`config.mk`:
```
export PLATFORM = sky130hd
export DESIGN_NAME = laser_line_column_peaks
export DESIGN_NICKNAME = d
export VERILOG_FILES = /design/src/hw/rtl/llcp_pkg.sv /design/src/hw/rtl/llcp_scan.sv /design/src/hw/rtl/llcp_cell.sv /design/src/hw/rtl/laser_line_column_peaks.sv
export VERILOG_INCLUDE_DIRS = /design/src /design/src/hw/rtl
export SDC_FILE = /design/constraint.sdc
export NUM_CORES = 1
export LEC_CHECK = 0
export ABC_AREA = 0
export ABC_CLOCK_PERIOD_IN_PS = 17500
export BUFFER_PORTS_ARGS = -buffer_cell sky130_fd_sc_hd__clkbuf_2
export CORE_MARGIN = 2
export CORE_UTILIZATION = 30
export CTS_CLUSTER_DIAMETER = 120
export CTS_CLUSTER_SIZE = 40
export DETAILED_ROUTE_END_ITERATION = 12
export HOLD_SLACK_MARGIN = 0.03
export PLACE_DENSITY_LB_ADDON = 0.15
export SLEW_MARGIN = 0
export SYNTH_ARGS = -nofsm -noshare
export SYNTH_HDL_FRONTEND = slang
export SYNTH_SLANG_ARGS = --single-unit
```
`constraint.sdc`:
```
create_clock -name clk -period 17.5 [get_ports clk]
set_input_delay 3.5 -clock clk [delete_from_list [all_inputs] [get_ports clk]]
set_output_delay 3.5 -clock clk [all_outputs]
set_load 0.01 [all_outputs]
```
`src/hw/rtl/laser_line_column_peaks_macros.svh`:
```
// Assertion macros shared by the laser line column peak finder RTL.
`ifndef LASER_LINE_COLUMN_PEAKS_MACROS_SVH
`define LASER_LINE_COLUMN_PEAKS_MACROS_SVH
`ifndef NO_ASSERTIONS
// Property checked on every clock edge outside of reset.
`define LLCP_ASSERT(label, prop, msg) \
  label: assert property (@(posedge clk) disable iff (!rst_n) prop) else $error(msg);
// Property that must hold in the cycle after a trigger, outside of reset.
`define LLCP_ASSERT_NEXT(label, trig, prop, msg) \
  label: assert property (@(posedge clk) disable iff (!rst_n) (trig) |=> (prop)) else $error(msg);
`else
`define LLCP_ASSERT(label, prop, msg)
`define LLCP_ASSERT_NEXT(label, trig, prop, msg)
`endif
`endif

```
`src/hw/rtl/llcp_pkg.sv`:
```
// Package with constants, types and codes of the laser line column peak finder.
package llcp_pkg;

  localparam int MAX_POINTS = 8;
  localparam int MAX_ROWS   = 4096;

  localparam int ROW_W     = $clog2(MAX_ROWS);
  localparam int PT_IDX_W  = (MAX_POINTS > 1) ? $clog2(MAX_POINTS) : 1;
  localparam int CNT_W     = $clog2(MAX_POINTS + 1);
  localparam int W_W       = 20;
  localparam int GAP_W     = 8;
  localparam int LVL_W     = 8;
  localparam int LIM_W     = 4;
  localparam int ROW_OUT_W = 13;
  localparam int SKIP_W    = ((ROW_W > GAP_W) ? ROW_W : GAP_W) + 1;

  localparam int THR_OFFSET = 197248;
  localparam int U_COEF     = 716;
  localparam int V_COEF     = 825;

  localparam int CFG_IDX_W  = 2;
  localparam int CFG_DATA_W = 8;

  // Configuration register indexes.
  localparam logic [CFG_IDX_W-1:0] CFG_MIN_LEVEL   = 2'd0;
  localparam logic [CFG_IDX_W-1:0] CFG_LASER_GAP   = 2'd1;
  localparam logic [CFG_IDX_W-1:0] CFG_POINT_LIMIT = 2'd2;

  typedef enum logic [1:0] {
    MODE_SEARCH = 2'd0,
    MODE_WINDOW = 2'd1,
    MODE_SKIP   = 2'd2
  } llcp_mode_t;

  typedef enum logic {
    PH_SCAN = 1'b0,
    PH_EMIT = 1'b1
  } llcp_phase_t;

  typedef struct packed {
    logic [7:0] u_sample;
    logic [7:0] v_sample;
    logic       last_in_column;
  } llcp_in_t;

  typedef struct packed {
    logic signed [ROW_OUT_W-1:0] point_row;
    logic                        last_point;
  } llcp_out_t;

  // Peak candidate handed from the scanner to the list.
  typedef struct packed {
    logic                  valid;
    logic [ROW_W-1:0]      row;
    logic signed [W_W-1:0] weight;
  } llcp_cand_t;

  // Common control seen by every list cell.
  typedef struct packed {
    logic [CNT_W-1:0]      cnt;
    logic [CNT_W-1:0]      lim;
    logic                  ins_en;
    logic [ROW_W-1:0]      ins_row;
    logic signed [W_W-1:0] ins_weight;
    logic                  take_en;
    logic [PT_IDX_W-1:0]   take_idx;
    logic                  clear;
  } llcp_cell_ctl_t;

  // Data passed from one cell to the next.
  typedef struct packed {
    logic                  cond;
    logic [ROW_W-1:0]      row;
    logic signed [W_W-1:0] weight;
    logic                  sel_valid;
    logic [ROW_W-1:0]      sel_row;
    logic [PT_IDX_W-1:0]   sel_idx;
  } llcp_link_t;

endpackage

```
`src/hw/rtl/llcp_scan.sv`:
```
// Per-pixel weighting, threshold, lookahead window and skip tracking.
`include "laser_line_column_peaks_macros.svh"
module llcp_scan (
  input  logic                   clk,
  input  logic                   rst_n,
  input  logic                   accept,
  input  llcp_pkg::llcp_in_t     pix,
  input  logic [7:0]             min_level,
  input  logic [7:0]             laser_gap,
  output llcp_pkg::llcp_cand_t   cand
);
  import llcp_pkg::*;

  localparam logic [ROW_W-1:0]  ROW_MAX  = ROW_W'(MAX_ROWS - 1);
  localparam logic [SKIP_W-1:0] SKIP_MAX = SKIP_W'(MAX_ROWS - 1);

  logic [ROW_W-1:0]      row_r, row_nxt;
  llcp_mode_t            mode_r, mode_nxt;
  logic [GAP_W-1:0]      wc_r, wc_nxt;
  logic [ROW_W-1:0]      br_r, br_nxt;
  logic signed [W_W-1:0] bw_r, bw_nxt;
  logic [ROW_W-1:0]      skip_r, skip_nxt;

  logic [W_W-1:0]        mag;
  logic signed [W_W-1:0] w;
  logic signed [W_W-1:0] thr;
  llcp_mode_t            mode_eff;
  logic                  step_commit;
  logic                  end_commit;
  logic                  commit;
  logic [SKIP_W-1:0]     skip_sum;

  // Pixel weight and threshold.
  assign mag = W_W'(pix.u_sample) * W_W'(U_COEF) + W_W'(pix.v_sample) * W_W'(V_COEF);
  assign w   = -$signed(mag);
  assign thr = $signed(W_W'({min_level, 8'h00}) - W_W'(THR_OFFSET));

  // Next scan state for one pixel.
  always_comb begin
    mode_eff    = mode_r;
    mode_nxt    = mode_r;
    wc_nxt      = wc_r;
    br_nxt      = br_r;
    bw_nxt      = bw_r;
    skip_nxt    = skip_r;
    step_commit = 1'b0;
    end_commit  = 1'b0;
    skip_sum    = '0;
    if (mode_r == MODE_SKIP && row_r > skip_r) begin
      mode_eff = MODE_SEARCH;
    end
    mode_nxt = mode_eff;
    case (mode_eff)
      MODE_WINDOW: begin
        if (w > bw_r) begin
          bw_nxt = w;
          br_nxt = row_r;
        end
        if (wc_r != '0) begin
          wc_nxt = wc_r - 1'b1;
        end
        if (wc_nxt == '0) begin
          step_commit = 1'b1;
        end
      end
      MODE_SEARCH: begin
        if (w >= thr) begin
          br_nxt   = row_r;
          bw_nxt   = w;
          wc_nxt   = (laser_gap > 8'd1) ? laser_gap - 8'd1 : '0;
          mode_nxt = MODE_WINDOW;
          if (wc_nxt == '0) begin
            step_commit = 1'b1;
          end
        end
      end
      default: begin
      end
    endcase
    // The column end closes a window that is still open.
    if (pix.last_in_column && !step_commit && mode_nxt == MODE_WINDOW) begin
      end_commit = 1'b1;
    end
    commit = step_commit || end_commit;
    if (commit) begin
      skip_sum = SKIP_W'(br_nxt) + SKIP_W'(laser_gap);
      skip_nxt = (skip_sum > SKIP_MAX) ? ROW_MAX : ROW_W'(skip_sum);
      mode_nxt = MODE_SKIP;
      wc_nxt   = '0;
    end
    row_nxt = (row_r < ROW_MAX) ? row_r + 1'b1 : row_r;
    // Column state starts over after the bottom pixel.
    if (pix.last_in_column) begin
      row_nxt  = '0;
      mode_nxt = MODE_SEARCH;
      wc_nxt   = '0;
      skip_nxt = '0;
    end
  end

  assign cand.valid  = commit;
  assign cand.row    = br_nxt;
  assign cand.weight = bw_nxt;

  // Control registers.
  always_ff @(posedge clk) begin
    if (!rst_n) begin
      row_r  <= '0;
      mode_r <= MODE_SEARCH;
      wc_r   <= '0;
      skip_r <= '0;
    end else if (accept) begin
      row_r  <= row_nxt;
      mode_r <= mode_nxt;
      wc_r   <= wc_nxt;
      skip_r <= skip_nxt;
    end
  end

  // Best candidate of the open window.
  always_ff @(posedge clk) begin
    if (!rst_n) begin
      br_r <= '0;
      bw_r <= '0;
    end else if (accept) begin
      br_r <= pix.last_in_column ? '0 : br_nxt;
      bw_r <= pix.last_in_column ? '0 : bw_nxt;
    end
  end

  `LLCP_ASSERT(a_window_has_rows, mode_r == MODE_WINDOW |-> wc_r != '0, "open window with no rows left")

endmodule

```
`src/hw/rtl/llcp_cell.sv`:
```
// One slot of the strength-ordered peak list, with its share of the row selection.
`include "laser_line_column_peaks_macros.svh"
module llcp_cell (
  input  logic                      clk,
  input  logic                      rst_n,
  input  logic [llcp_pkg::PT_IDX_W-1:0] cell_idx,
  input  llcp_pkg::llcp_cell_ctl_t  ctl,
  input  llcp_pkg::llcp_link_t      link_in,
  output llcp_pkg::llcp_link_t      link_out
);
  import llcp_pkg::*;

  logic [ROW_W-1:0]      row_r;
  logic signed [W_W-1:0] weight_r;
  logic                  taken_r, taken_nxt;
  logic                  valid;
  logic                  in_lim;
  logic                  cond;
  logic                  mine;

  assign valid  = CNT_W'(cell_idx) < ctl.cnt;
  assign in_lim = CNT_W'(cell_idx) < ctl.lim;
  // The newcomer belongs here or above when this slot is empty or weaker.
  assign cond   = !valid || ($signed(ctl.ins_weight) > $signed(weight_r));
  assign mine   = valid && !taken_r;

  // Insertion: shift down from the neighbor, or take the newcomer at its place.
  always_ff @(posedge clk) begin
    if (ctl.ins_en && in_lim) begin
      if (link_in.cond) begin
        row_r    <= link_in.row;
        weight_r <= link_in.weight;
      end else if (cond) begin
        row_r    <= ctl.ins_row;
        weight_r <= ctl.ins_weight;
      end
    end
  end

  // Marks a slot once its row has gone out; the clear at the emit end unmarks it.
  always_comb begin
    taken_nxt = taken_r;
    if (ctl.clear) begin
      taken_nxt = 1'b0;
    end else if (ctl.take_en && ctl.take_idx == cell_idx) begin
      taken_nxt = 1'b1;
    end
  end

  always_ff @(posedge clk) begin
    if (!rst_n) begin
      taken_r <= 1'b0;
    end else begin
      taken_r <= taken_nxt;
    end
  end

  // Running minimum of the rows not yet sent; ties keep the stronger slot.
  always_comb begin
    link_out.cond   = cond;
    link_out.row    = row_r;
    link_out.weight = weight_r;
    if (mine && (!link_in.sel_valid || row_r < link_in.sel_row)) begin
      link_out.sel_valid = 1'b1;
      link_out.sel_row   = row_r;
      link_out.sel_idx   = cell_idx;
    end else begin
      link_out.sel_valid = link_in.sel_valid;
      link_out.sel_row   = link_in.sel_row;
      link_out.sel_idx   = link_in.sel_idx;
    end
  end

  `LLCP_ASSERT(a_taken_is_valid, taken_r |-> valid, "sent mark on an empty slot")

endmodule

```
`src/hw/rtl/laser_line_column_peaks.sv`:
```
// Top level of the laser line column peak finder: config, list chain and output.
//
//   Channel  Dir  Handshake           Payload
//   in_      in   in_valid/in_stall   llcp_in_t: u_sample, v_sample, last_in_column
//   out_     out  out_valid/out_stall llcp_out_t: point_row, last_point
//   cfg_     in   cfg_valid/cfg_ready cfg_index, cfg_data
//
// A pixel is taken every cycle while a column is being scanned; its weight,
// window update and list insertion complete in the same cycle.
// After the bottom pixel the input stalls while the clamped limit (point_limit held
// to one through MAX_POINTS) of items goes out, one a cycle unless out_stall holds.
// Reset is synchronous; it clears control state and loads the register defaults.
// The output register lets the next column start while the final request waits.
`include "laser_line_column_peaks_macros.svh"
module laser_line_column_peaks (
  input  logic                             clk,
  input  logic                             rst_n,
  input  logic                             in_valid,
  output logic                             in_stall,
  input  llcp_pkg::llcp_in_t               in_data,
  output logic                             out_valid,
  input  logic                             out_stall,
  output llcp_pkg::llcp_out_t              out_data,
  input  logic                             cfg_valid,
  output logic                             cfg_ready,
  input  logic [llcp_pkg::CFG_IDX_W-1:0]   cfg_index,
  input  logic [llcp_pkg::CFG_DATA_W-1:0]  cfg_data
);
  import llcp_pkg::*;

  logic [LVL_W-1:0]    min_level_r;
  logic [GAP_W-1:0]    laser_gap_r;
  logic [LIM_W-1:0]    point_limit_r;

  llcp_phase_t         phase_r, phase_nxt;
  logic [CNT_W-1:0]    kept_r, kept_nxt;
  logic [CNT_W-1:0]    emit_cnt_r, emit_cnt_nxt;
  logic                out_valid_r, out_valid_nxt;
  llcp_out_t           out_data_r;

  logic                in_acc;
  logic                col_end;
  logic                out_load;
  logic                emit_done;
  logic [CNT_W-1:0]    lim;
  logic [CNT_W-1:0]    cnt;
  logic [PT_IDX_W-1:0] lim_idx;
  llcp_cand_t          cand;
  llcp_cell_ctl_t      ctl;
  llcp_link_t          links [MAX_POINTS+1];
  logic [MAX_POINTS-1:0] cond_vec;
  llcp_out_t           out_item;

  // Limit clamped to the list size, at least one.
  function automatic logic [CNT_W-1:0] eff_limit(input logic [LIM_W-1:0] pl);
    logic [CNT_W-1:0] res;
    if (pl == '0) begin
      res = CNT_W'(1);
    end else if (int'(pl) > MAX_POINTS) begin
      res = CNT_W'(MAX_POINTS);
    end else begin
      res = CNT_W'(pl);
    end
    return res;
  endfunction

  assign lim     = eff_limit(point_limit_r);
  assign cnt     = (kept_r < lim) ? kept_r : lim;
  assign lim_idx = PT_IDX_W'(lim - 1'b1);

  // Configuration registers.
  assign cfg_ready = 1'b1;

  always_ff @(posedge clk) begin
    if (!rst_n) begin
      min_level_r   <= '0;
      laser_gap_r   <= 8'd8;
      point_limit_r <= 4'd8;
    end else if (cfg_valid && cfg_ready) begin
      case (cfg_index)
        CFG_MIN_LEVEL:   min_level_r   <= cfg_data;
        CFG_LASER_GAP:   laser_gap_r   <= cfg_data;
        CFG_POINT_LIMIT: point_limit_r <= cfg_data[LIM_W-1:0];
        default: begin
        end
      endcase
    end
  end

  assign in_stall = (phase_r == PH_EMIT);
  assign in_acc   = in_valid && !in_stall;
  assign col_end  = in_acc && in_data.last_in_column;

  llcp_scan u_scan (
    .clk       (clk),
    .rst_n     (rst_n),
    .accept    (in_acc),
    .pix       (in_data),
    .min_level (min_level_r),
    .laser_gap (laser_gap_r),
    .cand      (cand)
  );

  // Cell chain control.
  assign out_load  = (phase_r == PH_EMIT) && (!out_valid_r || !out_stall);
  assign emit_done = out_load && (emit_cnt_r == lim - 1'b1);

  assign ctl.cnt        = cnt;
  assign ctl.lim        = lim;
  assign ctl.ins_en     = in_acc && cand.valid;
  assign ctl.ins_row    = cand.row;
  assign ctl.ins_weight = cand.weight;
  assign ctl.take_en    = out_load && links[MAX_POINTS].sel_valid;
  assign ctl.take_idx   = links[MAX_POINTS].sel_idx;
  assign ctl.clear      = emit_done;

  assign links[0] = '0;

  for (genvar g = 0; g < MAX_POINTS; g++) begin : g_cell
    llcp_cell u_cell (
      .clk      (clk),
      .rst_n    (rst_n),
      .cell_idx (PT_IDX_W'(g)),
      .ctl      (ctl),
      .link_in  (links[g]),
      .link_out (links[g+1])
    );
    assign cond_vec[g] = links[g+1].cond;
  end

  // Phase, list fill and emit counter.
  always_comb begin
    phase_nxt    = phase_r;
    kept_nxt     = kept_r;
    emit_cnt_nxt = emit_cnt_r;
    case (phase_r)
      PH_SCAN: begin
        if (in_acc && cand.valid) begin
          if (cond_vec[lim_idx]) begin
            kept_nxt = (cnt < lim) ? cnt + 1'b1 : lim;
          end else begin
            kept_nxt = cnt;
          end
        end
        if (col_end) begin
          phase_nxt    = PH_EMIT;
          emit_cnt_nxt = '0;
        end
      end
      PH_EMIT: begin
        if (out_load) begin
          emit_cnt_nxt = emit_cnt_r + 1'b1;
        end
        if (emit_done) begin
          phase_nxt = PH_SCAN;
          kept_nxt  = '0;
        end
      end
      default: begin
        phase_nxt = PH_SCAN;
      end
    endcase
  end

  always_ff @(posedge clk) begin
    if (!rst_n) begin
      phase_r    <= PH_SCAN;
      kept_r     <= '0;
      emit_cnt_r <= '0;
    end else begin
      phase_r    <= phase_nxt;
      kept_r     <= kept_nxt;
      emit_cnt_r <= emit_cnt_nxt;
    end
  end

  // Output register: chosen row or the empty marker.
  assign out_item.point_row  = links[MAX_POINTS].sel_valid ?
                               $signed(ROW_OUT_W'(links[MAX_POINTS].sel_row)) : '1;
  assign out_item.last_point = (emit_cnt_r == lim - 1'b1);

  always_comb begin
    out_valid_nxt = out_valid_r;
    if (out_load) begin
      out_valid_nxt = 1'b1;
    end else if (!out_stall) begin
      out_valid_nxt = 1'b0;
    end
  end

  always_ff @(posedge clk) begin
    if (!rst_n) begin
      out_valid_r <= 1'b0;
    end else begin
      out_valid_r <= out_valid_nxt;
    end
  end

  always_ff @(posedge clk) begin
    if (out_load) begin
      out_data_r <= out_item;
    end
  end

  assign out_valid = out_valid_r;
  assign out_data  = out_data_r;

  `LLCP_ASSERT_NEXT(a_emit_after_last, col_end, phase_r == PH_EMIT, "no output after column end")
  `LLCP_ASSERT(a_emit_cnt_range, phase_r == PH_EMIT |-> emit_cnt_r < lim, "emit counter past limit")
  `LLCP_ASSERT(a_kept_bound, kept_r <= CNT_W'(MAX_POINTS), "kept count beyond list size")

endmodule
```
# Yosys cells after proc, flatten, opt, wreduce, memory -nomap -nowiden
# Cells that the tools add are included.
totals:
  reg_bits: 374
  in_bits: 32
  out_inout_bits: 17
  word_cells: 317
classes:
  add_sub_neg: 10
  n_mul: 2
  order_cmp: 41
  eq_ne: 19
  muxes: 85
  bitwise_logic: 2
  reduce_logical: 118
op_table:
  columns: ["op", "n"]
  rows:
  - ["two-way mux 20 bit", 17]
  - ["two-way mux 12 bit", 22]
  - ["> comparator 20 bit", 9]
  - ["two-way mux 16 bit", 8]
  - ["less-than comparator 12 bit", 7]
  - ["two-way mux 8 bit", 6]
  - ["logical AND 1 bit", 40]
  - ["case mux 20 bit (2 select lines)", 1]
  - ["two-way mux 4 bit", 9]
  - ["less-than comparator 3 x 4 -> 1 bit, first input constant", 8]
  - ["AND reduction 2 bit", 15]
  - ["zero test 1 bit", 27]
  - ["case mux 12 bit (2 select lines)", 1]
  - [">= comparator 20 bit", 1]
  - ["negation 20 bit", 1]
  - ["adder 18 x 18 -> 19 bit", 1]
  - ["subtractor 16 x 18 -> 19 bit, second input constant", 1]
  - ["multiplier 8 x 10 -> 18 bit, second input constant", 1]
  - ["nonzero test 2 bit", 9]
  - ["logical OR 1 bit", 17]
  - ["zero test 8 bit", 2]
  - ["less-than comparator 1 x 4 -> 1 bit, first input constant", 4]
  - ["less-than comparator 2 x 4 -> 1 bit, first input constant", 4]
  - ["multiplier 8 x 8 -> 16 bit, second input constant", 1]
  - ["36 further kinds", 65]

# Logic depth before layout (Yosys ltp)
depth:
  depth_word: 38
  mapped_depth: 91
  mapped_depth_nobuf: 82

# By module
# Synthesis repeated with hierarchy kept, for this count alone.
unflattened:
  hier_cells: 3104
  area_unflattened_um2: 31938.1
modules_own_cells:
  columns: ["mod", "instances", "cells_per_inst", "area_per_inst_um2", "seq_area_each_um2"]
  rows:
  - ["llcp_cell at g_cell[0].u_cell ...", 7, 227, 2606.2, 980.9]
  - ["llcp_scan", 1, 1049, 8770.9, 1321.3]
  - ["llcp_cell at g_cell[4].u_cell", 1, 224, 2602.5, 980.9]
  - ["laser_line_column_peaks", 1, 242, 2321.0, 1021.0]

# Least setup slack after synthesis
# Ideal clock, no wire load.
synth_path:
  path_kind: "input port to flip-flop"
  start: "input port in_data[9] (netlist name)"
  end: "register g_cell[1].u_cell.row_r[0] (enable)"
  setup_ns: 0.470
  arrival_ns: 16.705
  required_ns: 17.030
  path_slack_ns: 0.324
  cell_stages: 47
  path_buffers: 3
  path_cell_list: "ha_1 > ha_1 > inv_1 > fa_1 > inv_1 > fa_1 > ha_1 > xnor2_1 > fa_1 > inv_1 > fa_1 > fa_1 > fa_1 > ha_1 > o21a_1 > o21a_1 > or3_1 > a311oi_1 > [11 not listed] > a211oi_2 > buf_6 > buf_12 > nor2_1 > a21oi_4 > inv_1 > ha_1 > nor2b_1 > o21a_1 > o21a_1 > o21a_1 > o31a_1 > nor4_1 > nor2_1 > o31ai_1 > clkbuf_1 > nor2_1 > a211oi_1"
synth_rtl:
  columns: ["item", "line", "rtl"]
  rows:
  - ["start: declaration", "laser_line_column_peaks.sv:20", "input llcp_pkg::llcp_in_t in_data,"]
  - ["end signal: assignment", "llcp_cell.sv:31", "row_r <= link_in.row;"]
  - ["end signal: assignment", "llcp_cell.sv:34", "row_r <= ctl.ins_row;"]
  - ["end: declaration", "llcp_cell.sv:13", "logic [ROW_W-1:0] row_r;"]

==> reports/results.ini <==
[placed_design]
dpl_cell_area_um2 = 31100
io_buffers = 47
post_dp_hpwl_um = 60600
global_placement_routability_congestion = 0.793

[finish]
layout-area-overhead-vs-synth_pct = 10.5
final_layout_size_suffix_gt1_share_pct = 9.53
final.fill_count = 10000
fin_nets = 3643
fin_util_pct = 33.5
final_cell_area_um2 = 31800
final_common_cell = ha_1
layout_common_cells = 397 x ha_1, 367 x inv_1, 276 x nand2_1
num_antenna_cells = 0

[job]
maxCapViolCount = 0

[detailed_routing]
final_antenna_net_count = 0
drt_drc_violations_left = 0
drt_first_pass_iters = 5
initialDrtViolationCount = 1114
post_drt_wl_per_cell_um = 16.8
route.final.wire_length_um = 74900
vias = 21500
via_per_inst = 4.84

[synth]
syn_area_um2 = 28800
synth_enable_flop_cells = 270
ys_ff_latch = 374
postSynth.asyncResetShare_pct = 0
sequential_fraction_of_the_synthesis_area_pct = 35.4
syn-mean-instance-area_um2 = 9.28
synth_largest_type_area_fraction_pct = 28.2
yosys.area.top_type = edfxtp_1
yosys_warning_total = 0
mappedNetlistNets = 3574
netlist-cell-type-count = 94
synthFlopType = edfxtp_1
synth_cells = 3100
synth_top_cells_by_area = edfxtp_1 28%, ha_1 17%, dfxtp_1 7.2%

[floorplan]
floorplan.die.height_um = 314
io-pin-count = 49
fp.dieW_um = 314
dieArea_um2 = 98400
floorplan.core_area_um2 = 95000
start_util_pct = 30.3
std_cell_rows = 113

[clock_network]
tritoncts_num_sinks = 374
clkSlewWorstSetupHoldPaths_ps = 130
cts_buffer_count = 18
worst_skew_pair.late_latency_ps = 580
total_of_hold_buffers_inserted_after_clock_tree_synthesis = 0
post_cts_setup_inserts = 0
clockBufferDepth = 3
cts_tree = yes
post_cts.resized_instances = 0
cts_htree_levels = 1
clk_root_buf = clkbuf_16

[grt]
grt.total_usage_pct = 15.2
grt_antenna_before_repair = 0
grt_max_degree = 67
grt_pass1_vias = 21700
grt_first_pass_wirelength_um = 121000
overflow = 0

[worst_setup_path]
crit_top_cell = ha_1
critPathArrivalTime_ps = 16590
timing.critical_path.from_type = input pin
cp-end-kind = flop
r2r_slack_ps = 1520
crit_path_top_delay_cell = fa_1
crit_required_ps = 17720
critical_path.max_fanout = 32
rr_startpoint = point_limit_r[3]
ff2ff_path_depth = 86
critical_path_max_stage_delay_ps = 520
worst-setup-path-type = in2reg
ff_to_ff_end = out_data[10]

[timing]
worst_pin_slew_ps = 1190
rsz0062_at_grt = no
slew_headroom_pct = 20.4
final_cycle_utilization_of_the_critical_path_pct = 93.5
period_needed_ps = 16370
finalSetupViolCount = 0
drv_slew = 0
fmax_mhz = 61.1
final.setup.tns_ps = 0
final_hold_fails = 0
final.setup_skew_ps = 39.4

[hold_path]
whs_path_depth = 2
hold_path_end = u_scan.skip_r[5]
timing.hold.worst.start = u_scan.skip_r[5]
hp-class = reg2reg

[status]
status = completed

==> registers in the layout, indices dropped and copies added, names as in the netlist, 2 cells and up <==
name and flops:
g_cell.u_cell.taken_r 8, g_cell.u_cell.row_r 96, u_scan.mode_r 2, out_data 14
u_scan.wc_r 8, kept_r 4, point_limit_r 4, u_scan.br_r 12
g_cell.u_cell.weight_r 160, min_level_r 8, laser_gap_r 8, u_scan.row_r 12
u_scan.skip_r 12, emit_cnt_r 4, u_scan.bw_r 20
==> per-stage QoR <==
stage | setup WS, ps | cells | hold WS (ps)
6_report | 1130 | 4446 | 453
5_1_grt | 46.6 | 4446 | 474
4_1_cts | 832 | 4446 | 459
3_5_place_dp | 277 | 4414 | 440
3_3_place_gp | 266 | 4414 | 435
2_1_floorplan | 324 | 3100 | 425
==> cell usage after synthesis (all sizes together) (13+ instances only) <==
library cell and n:
a31oi 20, nand3 45, a22oi 26, mux2 48
nor2b 86, fa 45, mux2i 56, o21ai 242
dfxtp 104, nand2 276, inv 368, nor2 244
o21a 39, xnor2 44, o31ai 19, buf 18
a21boi 16, nand2b 26, nand4 56, a21o 71
nor4 13, nor3 55, edfxtp 270, a211oi 34
o211ai 17, a21oi 202, clkbuf 78, ha 397
xor2 25
==> final cells by class <==
| cell class | count | area [um2] | area share [%] |
|---|---|---|---|
| clock buffer | 19 | 475 | 1.50 |
| clock inverter | 13 | 169 | 0.531 |
| inverter | 370 | 1390 | 4.38 |
| multi-input combinational | 2260 | 17000 | 53.5 |
| sequential | 374 | 10200 | 32.1 |
| tap | 1265 | 1580 | 4.98 |
| timing repair buffer | 145 | 983 | 3.09 |
==> how the worst max path moves through the flow <==
| stage | startpoint | to | slack, ps |
|---|---|---|---|
| floorplan | in_data[9] | g_cell[1].u_cell.row_r[0] | 320 |
| global placement | in_data[9] | kept_r[3] | 270 |
| detailed placement | in_data[9] | kept_r[3] | 280 |
| CTS | in_data[9] | kept_r[3] | 830 |
| global route | point_limit_r[3] | out_data[10] | 50 |
| finish | in_data[9] | g_cell[1].u_cell.weight_r[18] | 1130 |
==> routing by layer <==
layer  share of wire [%]  wire length, um  vias up  global-route usage, %
met5                   0                0        -                      0
met4                 1.3              937        0                   2.02
met3                 2.6             1920       35                   1.40
met2                  46            34200      239                   25.6
met1                  50            37800    10100                   21.7
li1                    -                -    11100                      -
==> worst max-delay path: cells and delay by family <==
kind	cells	cell delay, ps
adder cells (fa/ha/maj)	11	4470
AO/OA/AOI/OAI	18	4140
buffers and inverters	8	1940
AND/OR/NAND/NOR	9	1910
XOR/XNOR	2	310
multiplexers	2	300
==> kinds of logic after synthesis <==
family                   count (synthesis)  synth area share [%]
AO/OA/AOI/OAI                          770                  17.1
XOR/XNOR                                69                  2.10
adder cells (fa/ha/maj)                442                  20.4
buffers and inverters                  466                  6.35
flip-flops                             374                  35.4
multiplexers                           104                  4.23
other                                    1                0.0130
AND/OR/NAND/NOR                        874                  14.4
Power is not shown: default switching activity piles up to over one toggle a cycle in this logic, so the estimate is an artifact.
